--- config.mk ---
export PLATFORM = sky130hd
export DESIGN_NAME = sorted_set_table
export DESIGN_NICKNAME = d
export VERILOG_FILES = /design/src/rtl/core/sst_pkg.sv /design/src/rtl/core/sorted_set_table.sv
export SDC_FILE = /design/constraint.sdc
export NUM_CORES = 2
export LEC_CHECK = 0
export ABC_AREA = 1
export BUFFER_PORTS_ARGS = -buffer_cell sky130_fd_sc_hd__buf_2
export CAP_MARGIN = 10
export CORE_AREA = 8 8 525 630
export CTS_CLUSTER_DIAMETER = 150
export DETAILED_ROUTE_END_ITERATION = 8
export DIE_AREA = 0 0 533 638
export PLACE_DENSITY = 0.56
export SLEW_MARGIN = 0
export SYNTH_ARGS = -nofsm -noshare
export SYNTH_HDL_FRONTEND = slang
export SYNTH_SLANG_ARGS = --single-unit
--- constraint.sdc ---
create_clock -name clk -period 5.3 [get_ports clk]
set_input_delay 0 -clock clk [delete_from_list [all_inputs] [get_ports clk]]
set_output_delay 0 -clock clk [all_outputs]
set_load 0.005 [all_outputs]
--- src/rtl/core/sst_pkg.sv ---
// Shared types and constants for the sorted set table.
`timescale 1ns / 1ps
`default_nettype none

package sst_pkg;

  localparam int VALUE_W = 32;
  localparam int COUNT_W = 7;
  localparam int KIND_W  = 2;

  typedef logic [KIND_W-1:0]         kind_t;
  typedef logic signed [VALUE_W-1:0] value_t;
  typedef logic [COUNT_W-1:0]        count_out_t;

  // Request codes; the unused code behaves as a lookup.
  localparam kind_t KIND_LOOKUP = 2'd0;
  localparam kind_t KIND_INSERT = 2'd1;
  localparam kind_t KIND_REMOVE = 2'd2;

endpackage

`default_nettype wire

--- src/rtl/core/sorted_set_table.sv ---
// Sorted set table: ascending distinct signed values in one RAM, lookup/insert/remove.
//
// Request channel (req_valid/req_stall) carries kind and value; response channel
// (rsp_valid/rsp_stall) returns one item per request: was_present, accepted, count.
// An item is taken when valid is high and stall is low.
// Entries live in a single-port-write, single-port-read RAM with a registered read
// port. A request runs as a sequence over that RAM:
//   - binary search: S_SRCH then S_CMP per step, up to ceil(log2(n+1)) steps for n elements,
//   - insert or remove: a one-place shift of the entries past the position,
//     one entry per cycle, then a drain step that writes the last shifted entry,
//   - a commit step (S_FIN) that writes an inserted entry and loads the response register.
// One request is in flight at a time; req_stall is high until the cycle after commit.
// The response register lets a new request start while the last response waits.
// If the receiver stalls, the commit waits until the response register is free.
// Reset empties the set (element count 0); RAM contents are not cleared and are never
// read beyond the count. Refused inserts (table full) return accepted = 0.
`timescale 1ns / 1ps
`default_nettype none

module sorted_set_table #(
  parameter int CAPACITY = 64
) (
  input  wire                           clk,
  input  wire                           rst,
  input  wire                           req_valid,
  output logic                          req_stall,
  input  wire  [sst_pkg::KIND_W-1:0]    kind,
  input  wire  signed [sst_pkg::VALUE_W-1:0] value,
  output logic                          rsp_valid,
  input  wire                           rsp_stall,
  output logic                          was_present,
  output logic                          accepted,
  output logic [sst_pkg::COUNT_W-1:0]   count
);

  localparam int AW = (CAPACITY > 1) ? $clog2(CAPACITY) : 1;
  localparam int CW = $clog2(CAPACITY + 1);

  typedef enum logic [2:0] {
    S_IDLE,
    S_SRCH,
    S_CMP,
    S_SHIFT,
    S_FIN
  } state_t;

  typedef enum logic [1:0] {
    OP_NONE,
    OP_INS,
    OP_DEL
  } op_t;

  state_t state;
  op_t    op;

  sst_pkg::value_t mem [CAPACITY];
  sst_pkg::value_t rd_data;

  logic            mem_we;
  logic [AW-1:0]   mem_waddr;
  sst_pkg::value_t mem_wdata;
  logic            mem_re;
  logic [AW-1:0]   mem_raddr;

  sst_pkg::kind_t  kind_r;
  sst_pkg::value_t key_r;
  logic [CW-1:0]   elem_count;
  logic [CW-1:0]   lo;
  logic [CW-1:0]   hi;
  logic [AW-1:0]   mid_r;
  logic            found;
  logic            res_accept;
  logic [CW-1:0]   scan;
  logic            issuing;
  logic            sh_pend;
  logic [AW-1:0]   sh_waddr;

  logic [CW:0]     mid_sum;
  logic [AW-1:0]   mid;
  logic            out_free;
  logic [CW-1:0]   count_next;
  logic [CW-1:0]   scan_end;

  op_t             dec_op;
  logic            dec_accept;
  logic            dec_shift;
  logic [CW-1:0]   dec_scan;

  assign mid_sum  = ({1'b0, lo} + {1'b0, hi}) >> 1;
  assign mid      = mid_sum[AW-1:0];
  assign out_free = !rsp_valid || !rsp_stall;
  assign req_stall = (state != S_IDLE);
  assign scan_end = (op == OP_INS) ? lo : elem_count - CW'(1);

  always_comb begin
    case (op)
      OP_INS:  count_next = elem_count + CW'(1);
      OP_DEL:  count_next = elem_count - CW'(1);
      default: count_next = elem_count;
    endcase
  end

  // lo is the lower bound once the search ends; decide what the request does
  always_comb begin
    dec_op     = OP_NONE;
    dec_accept = 1'b1;
    dec_shift  = 1'b0;
    dec_scan   = lo + CW'(1);
    case (kind_r)
      sst_pkg::KIND_INSERT: begin
        if (!found) begin
          if (elem_count == CW'(CAPACITY)) begin
            dec_accept = 1'b0;
          end else begin
            dec_op    = OP_INS;
            dec_shift = (lo != elem_count);
            dec_scan  = elem_count - CW'(1);
          end
        end
      end
      sst_pkg::KIND_REMOVE: begin
        if (found) begin
          dec_op    = OP_DEL;
          dec_shift = (lo + CW'(1) != elem_count);
        end
      end
      default: begin
      end
    endcase
  end

  // RAM port control
  always_comb begin
    mem_we    = 1'b0;
    mem_waddr = sh_waddr;
    mem_wdata = rd_data;
    mem_re    = 1'b0;
    mem_raddr = scan[AW-1:0];
    if (state == S_SRCH && lo < hi) begin
      mem_re    = 1'b1;
      mem_raddr = mid;
    end
    if (state == S_SHIFT) begin
      mem_re = issuing;
      mem_we = sh_pend;
    end
    if (state == S_FIN && out_free && op == OP_INS) begin
      mem_we    = 1'b1;
      mem_waddr = lo[AW-1:0];
      mem_wdata = key_r;
    end
  end

  always_ff @(posedge clk) begin
    if (mem_we) begin
      mem[mem_waddr] <= mem_wdata;
    end
    if (mem_re) begin
      rd_data <= mem[mem_raddr];
    end
  end

  always_ff @(posedge clk) begin
    if (rst) begin
      state      <= S_IDLE;
      op         <= OP_NONE;
      elem_count <= '0;
      rsp_valid  <= 1'b0;
      issuing    <= 1'b0;
      sh_pend    <= 1'b0;
    end else begin
      if (state == S_FIN && out_free) begin
        rsp_valid <= 1'b1;
      end else if (!rsp_stall) begin
        rsp_valid <= 1'b0;
      end
      unique case (state)
        S_IDLE: begin
          if (req_valid) begin
            kind_r <= kind;
            key_r  <= value;
            lo     <= '0;
            hi     <= elem_count;
            found  <= 1'b0;
            state  <= S_SRCH;
          end
        end
        S_SRCH: begin
          if (lo < hi) begin
            mid_r <= mid;
            state <= S_CMP;
          end else begin
            op         <= dec_op;
            res_accept <= dec_accept;
            sh_pend    <= 1'b0;
            if (dec_shift) begin
              scan    <= dec_scan;
              issuing <= 1'b1;
              state   <= S_SHIFT;
            end else begin
              state <= S_FIN;
            end
          end
        end
        S_CMP: begin
          if (rd_data < key_r) begin
            lo <= CW'(mid_r) + CW'(1);
          end else begin
            hi <= CW'(mid_r);
          end
          // values are distinct, so a match is the lower bound itself
          if (rd_data == key_r) begin
            found <= 1'b1;
          end
          state <= S_SRCH;
        end
        S_SHIFT: begin
          if (issuing) begin
            sh_pend <= 1'b1;
            if (op == OP_INS) begin
              sh_waddr <= AW'(scan + CW'(1));
            end else begin
              sh_waddr <= AW'(scan - CW'(1));
            end
            if (scan == scan_end) begin
              issuing <= 1'b0;
            end else if (op == OP_INS) begin
              scan <= scan - CW'(1);
            end else begin
              scan <= scan + CW'(1);
            end
          end else begin
            // last shifted entry is written this cycle
            sh_pend <= 1'b0;
            state   <= S_FIN;
          end
        end
        S_FIN: begin
          if (out_free) begin
            elem_count  <= count_next;
            was_present <= found;
            accepted    <= res_accept;
            count       <= sst_pkg::COUNT_W'(count_next);
            state       <= S_IDLE;
          end
        end
        default: begin
          state <= S_IDLE;
        end
      endcase
    end
  end

  assert property (@(posedge clk) disable iff (rst) elem_count <= CW'(CAPACITY))
    else $error("element count above capacity");

  assert property (@(posedge clk) disable iff (rst)
    (rsp_valid && !accepted) |-> (elem_count == CW'(CAPACITY)))
    else $error("insert refused while table not full");

  assert property (@(posedge clk) disable iff (rst)
    (state == S_SHIFT && issuing) |-> (scan < elem_count))
    else $error("shift reads past the last element");

  assert property (@(posedge clk) disable iff (rst)
    (state == S_FIN && out_free && op == OP_INS)
    |=> (elem_count == $past(elem_count) + CW'(1)))
    else $error("insert did not grow the count");

endmodule

`default_nettype wire
Word level (Yosys, flattened, before mapping):

Memories as Yosys holds them, arrays and structs flattened. A register that Yosys moved wholly into a read port is not among the register bits.
Cells that the tools add are included.

* equal/unequal tests: 24
* reduce and logical (&&, ||, !) cells: 25
* $add $sub $neg: 7
* order comparisons: 2
* mux-type cells: 55
* bitwise operators: 3

Operators by type and width (count)
* 2-to-1 mux 7 bit: 13
* case mux 7 bit (2 select lines): 4
* == test 32 bit: 1
* < comparator 32 bit: 1
* 2-to-1 mux 32 bit: 1
* 2-to-1 mux 1 bit: 22
* adder 7 x 1 -> 7 bit, second input constant: 3
* AND reduction 3 bit: 7
* != test 2 bit, second input constant: 10
* 2-to-1 mux 6 bit: 3
* 2-to-1 mux 3 bit: 5
* case mux 3 bit (5 select lines): 1
* != test 7 bit: 2
* subtractor 7 x 1 -> 7 bit, second input constant: 2
* AND reduction 4 bit: 3
* case mux 1 bit (2 select lines): 4
* adder 6 x 1 -> 7 bit, second input constant: 1
* adder 7 bit: 1
* == test 7 bit: 1
* == test 7 bit, second input constant: 1
* < comparator 7 bit: 1
* == test 3 x 2 -> 1 bit, second input constant: 2
* AND reduction 2 bit: 3
* AND reduction 6 bit: 1
* 15 further kinds: 23

* logic and storage cells: 135
* output and inout bits: 11
* bits in writable memories: 2048
* input bits: 38
* memories: 1
* register bits after elaboration: 93

Memories
* mem: words 64, bits a word 32, read ports 1, clocked after memory_dff 1, wr ports 1, RTL line sorted_set_table.sv:56 `sst_pkg::value_t mem [CAPACITY];`

Depth between registers and ports, before layout:

* word-level depth: 7
* mapped depth: 20
* depth with buffers taken out: 18

Worst setup path after synthesis:

No wires, ideal clock.

* path kind: reg-to-reg
* from: register op[1]
* to: memory mem[0][31] (netlist name) (data pin)
* buffers on the path: 3
* arrival time: 3.968 ns
* library setup time: 0.702 ns
* slack: 0.630 ns
* clock period less this slack: 4.670 ns
* cell stages (with the launch flop): 10
* data required time: 4.598 ns
* cells stage by stage: dfxtp_1 inv_1 ha_1 clkbuf_1 inv_1 nor2_2 inv_1 clkbuf_1 clkbuf_1 o21ai_0

* word-level cells in the longest chain between the ends: 3

Ends and longest elaborated chain
* start, declared: RTL line sorted_set_table.sv:54 `op_t op;`
* start signal, assigned: RTL line sorted_set_table.sv:193 `op <= dec_op;`
* == test 2 x 1 -> 1 bit: RTL line sorted_set_table.sv:147 `if (state == S_FIN && out_free && op == OP_INS) begin`
* logical AND 1 bit: RTL line sorted_set_table.sv:147
* 2-to-1 mux 32 bit: RTL line sorted_set_table.sv:147
* via mem_wdata[31]: RTL line sorted_set_table.sv:61 `sst_pkg::value_t mem_wdata;`
* end, declared: RTL line sorted_set_table.sv:56

The timed path passes the listed nets, and every way through them passes these cells.

Worst setup path after layout:

* from: register lo[4]
* to: register rd_data[26], read port of mem (data pin)

* word-level cells in the longest chain between the ends: 4
* elaborated cells between the ends (all ways): 6
* those cells by class: add/sub (1); order compare (1); mux (3); reduce/logical (1)

Ends and longest elaborated chain
* start, declared: RTL line sorted_set_table.sv:68 `logic [CW-1:0] lo;`
* start signal, assigned: RTL line sorted_set_table.sv:207 `lo <= CW'(mid_r) + CW'(1);`
* < comparator 7 bit: RTL line sorted_set_table.sv:139 `if (state == S_SRCH && lo < hi) begin`
* logical AND 1 bit: RTL line sorted_set_table.sv:139
* 2-to-1 mux 1 bit: RTL line sorted_set_table.sv:139
* 2-to-1 mux 1 bit: RTL line sorted_set_table.sv:143 `if (state == S_SHIFT) begin`
* end, declared: RTL line sorted_set_table.sv:57 `sst_pkg::value_t rd_data;`

Several ways; a longest one is shown, not always the timed one.
A chain may end at the register's enable or synchronous reset.

==> metrics.cfg <==
[global_routing]
grt_pass1_wl_mm = 422
antenna_found_initial = 5
grt_max_degree = 97
gr-total-overflow = 0
grt.total_usage = 0.164
first_global_vias = 61100

[place]
gp_congestion = 0.825
io_buffer_count = 48
placed_cells_incl_taps = 13400
dp_slack_ns = 0.739
dpl.hpwl_mm = 162

[route]
ant_nets = 0
vias = 65100
drc_errors = 1
drtIter0Drc = 6681
via_per_inst = 4.69
drt_wl_total_mm = 289
wire_per_inst_um = 20.8
drt-pass1-iter-count = 8

[yosys]
synth_edf_count = 2158
syn_area_sq_mm = 0.0957
synth_ff_type = edfxtp_1
syn_nets = 9401
synthCells = 9309
yosysSeqAreaShare = 0.680
ys_ff_latch = 2173
syn_avg_cell_area_sq_um = 10.3
synth.distinct_cells = 43
ys_warn_count = 0
synthArstFlopShare = 0

[cts]
clk_pin_slew_worst_paths_ns = 0.06
h-tree-depth = 4
cts.sinks = 2173
clk_latency_ns = 0.87
cts-buffers-inserted = 209
cts_tree = yes
cts_setup_buffers = 0
cts-root-buf = clkbuf_16
cts_buffer_depth = 4

[setup_path]
slowest_stage = edfxtp_1
rr_worst_depth = 16
critPathRequiredTime_ns = 6.00
cp_common_cell = nand3_1
path_class = reg2reg
startpoint_type = flop
end_kind = flop
worst-path-max-fanout = 55
arrival_ns = 5.34
worstPathCellList = ha_1 -> nand2_1 -> nand2_1 -> a21oi_2 -> nand3_2 -> inv_1 -> nand2_1 -> nand2_8 -> buf_4 -> buf_4 -> nand3_1 -> nand3_1 -> nand3_1 -> nand3_1 -> nand3_1 -> nand2_1
crit_path_max_incr_delay_ns = 0.54

[worst_hold_path]
min_path_cells = 2
hold_path_class = in2reg

[die]
dieHeight_um = 638
dieArea_sq_mm = 0.340
rows = 228
die_x_um = 533
io_pins = 49
core_sq_mm = 0.320
start_util = 0.299

[layout]
fin_cells = 13900
layout_commonest_cell = nand2_1
nNetsFinal = 9567
area_delta_synth_final_pct = 15.9
final_cell_mix = nand2_1 (2574), edfxtp_1 (2158), nand3_1 (1890)
drive_gt1_frac = 0.0787

[power_and_ir_drop]
p_leak_nw = 45.4
power_density_mw_per_mm2 = 386
vdd_ir_drop_max_v = 0.000322

[timing]
fin_crit_ns = 4.64
tightest_slew_ns = 1.05
skew_ns = 0.0559
fmax_mhz = 216
setup_viol = 0
rsz0062_at_grt = false
timing.final.max_slew_violations = 0
fin_ws_ns = 0.663
slew_headroom = 0.298
finalHoldViolCount = 0
tns_ns = 0
fin_crit_sh = 0.875

[job]
maxCapViolCount = 0

[status]
run_status = finished with violations
violations = design-rule violations

## cells in the mapped netlist, drive strengths merged, types with 2 or more instances
cell    instances  area (sq um)
a211oi          6          45.0
a21oi          47           239
a22oi           2          15.0
a31oi           4          25.0
buf           329          1690
clkbuf        143           537
dfxtp          15           300
edfxtp       2158         64800
ha             53           663
inv          1793          6730
nand2        2579          9690
nand3        1891          9470
nand4           7          43.8
nor2          118           458
nor3           21           105
nor4            2          12.5
o211ai          5          37.5
o21a            3          22.5
o21ai          85           444
o221ai          3          26.3
o22ai           2          12.5
or2             5          31.3
xnor2           8          70.1
xor2           23           201
## metal layers
metal / share of wire / wire (um) / up-vias / global-route usage
met4: 0.034 / 9830 / 0 / 0.0540
met2: 0.50 / 144000 / 2223 / 0.290
met3: 0.062 / 18100 / 485 / 0.0207
li1: - / - / 30600 / -
met5: 0 / 0 / - / 0
met1: 0.41 / 118000 / 31700 / 0.207
## repair_timing
item / 4_1_cts / 5_1_grt
hold buffers: 73 / 0
hold endpoints to repair: 120 / 0
resized for setup: 0 / 0
## report_power, final
group	internal (mW)	switching, mW
Combinational	2.31	6.10
Clock	8.13	6.51
Sequential	19.6	0.120
## registers in the layout, indices dropped and copies added (netlist names)
signal and cells:
elem_count 7, hi 7, key_r 32, op 2, count 7, rd_data 32
kind_r 2, sh_waddr 6, lo 7, was_present 1, res_accept 1, sh_pend 1
scan 7, rsp_valid 1, state 3, found 1, accepted 1, mid_r 6
mem 2048, issuing 1
## path summary, 6_finish.rpt
check,startpoint,endpoint,slack (ns)
worst max-delay path,lo[4],rd_data[26],0.66
worst min-delay path,value[28],key_r[28],0.05
worst max register to register,lo[4],rd_data[26],0.66
worst min register to register,res_accept,accepted,0.43
## cells by family after synthesis
kind of cell	count (synthesis)	synth area share
AOI/OAI and AO/OA	159	0.00924
xor gates and xnor gates	31	0.00284
adders and majority gates	54	0.00714
buffers and inverters	2265	0.0936
DFF	2173	0.680
muxes	1	0.000105
and+or+nand+nor	4626	0.207
## metrics by stage
stage,hold slack (ns),area (sq um),total power [mW],util
floorplan,0.0989,95700,25.1,-
global placement,0.178,104000,28.4,0.324
detailed placement,0.179,104000,28.4,0.324
CTS,0.0114,111000,43.0,0.346
global route,0.0579,111000,44.3,0.346
finish,0.0455,111000,42.8,0.346
## worst max-delay path, delay by kind of cell, from the launching register on
kind | cells | cell delay, ns
fa+ha+maj | 1 | 0.40
simple gates | 11 | 2.17
buf+inv | 3 | 1.02
compound gates | 1 | 0.23
flops | 1 | 0.54
## layout make-up
type / count / area (sq um)
fill: 31600 / 209000
sequential: 2173 / 65100
multi-input combinational: 4871 / 22600
inverter: 1793 / 6750
clock buffer: 262 / 5480
tap: 4255 / 5320
timing repair buffer: 427 / 4690
clock inverter: 105 / 962
antenna: 3 / 7.51
No activity file was read; power rests on OpenSTA's default activity.
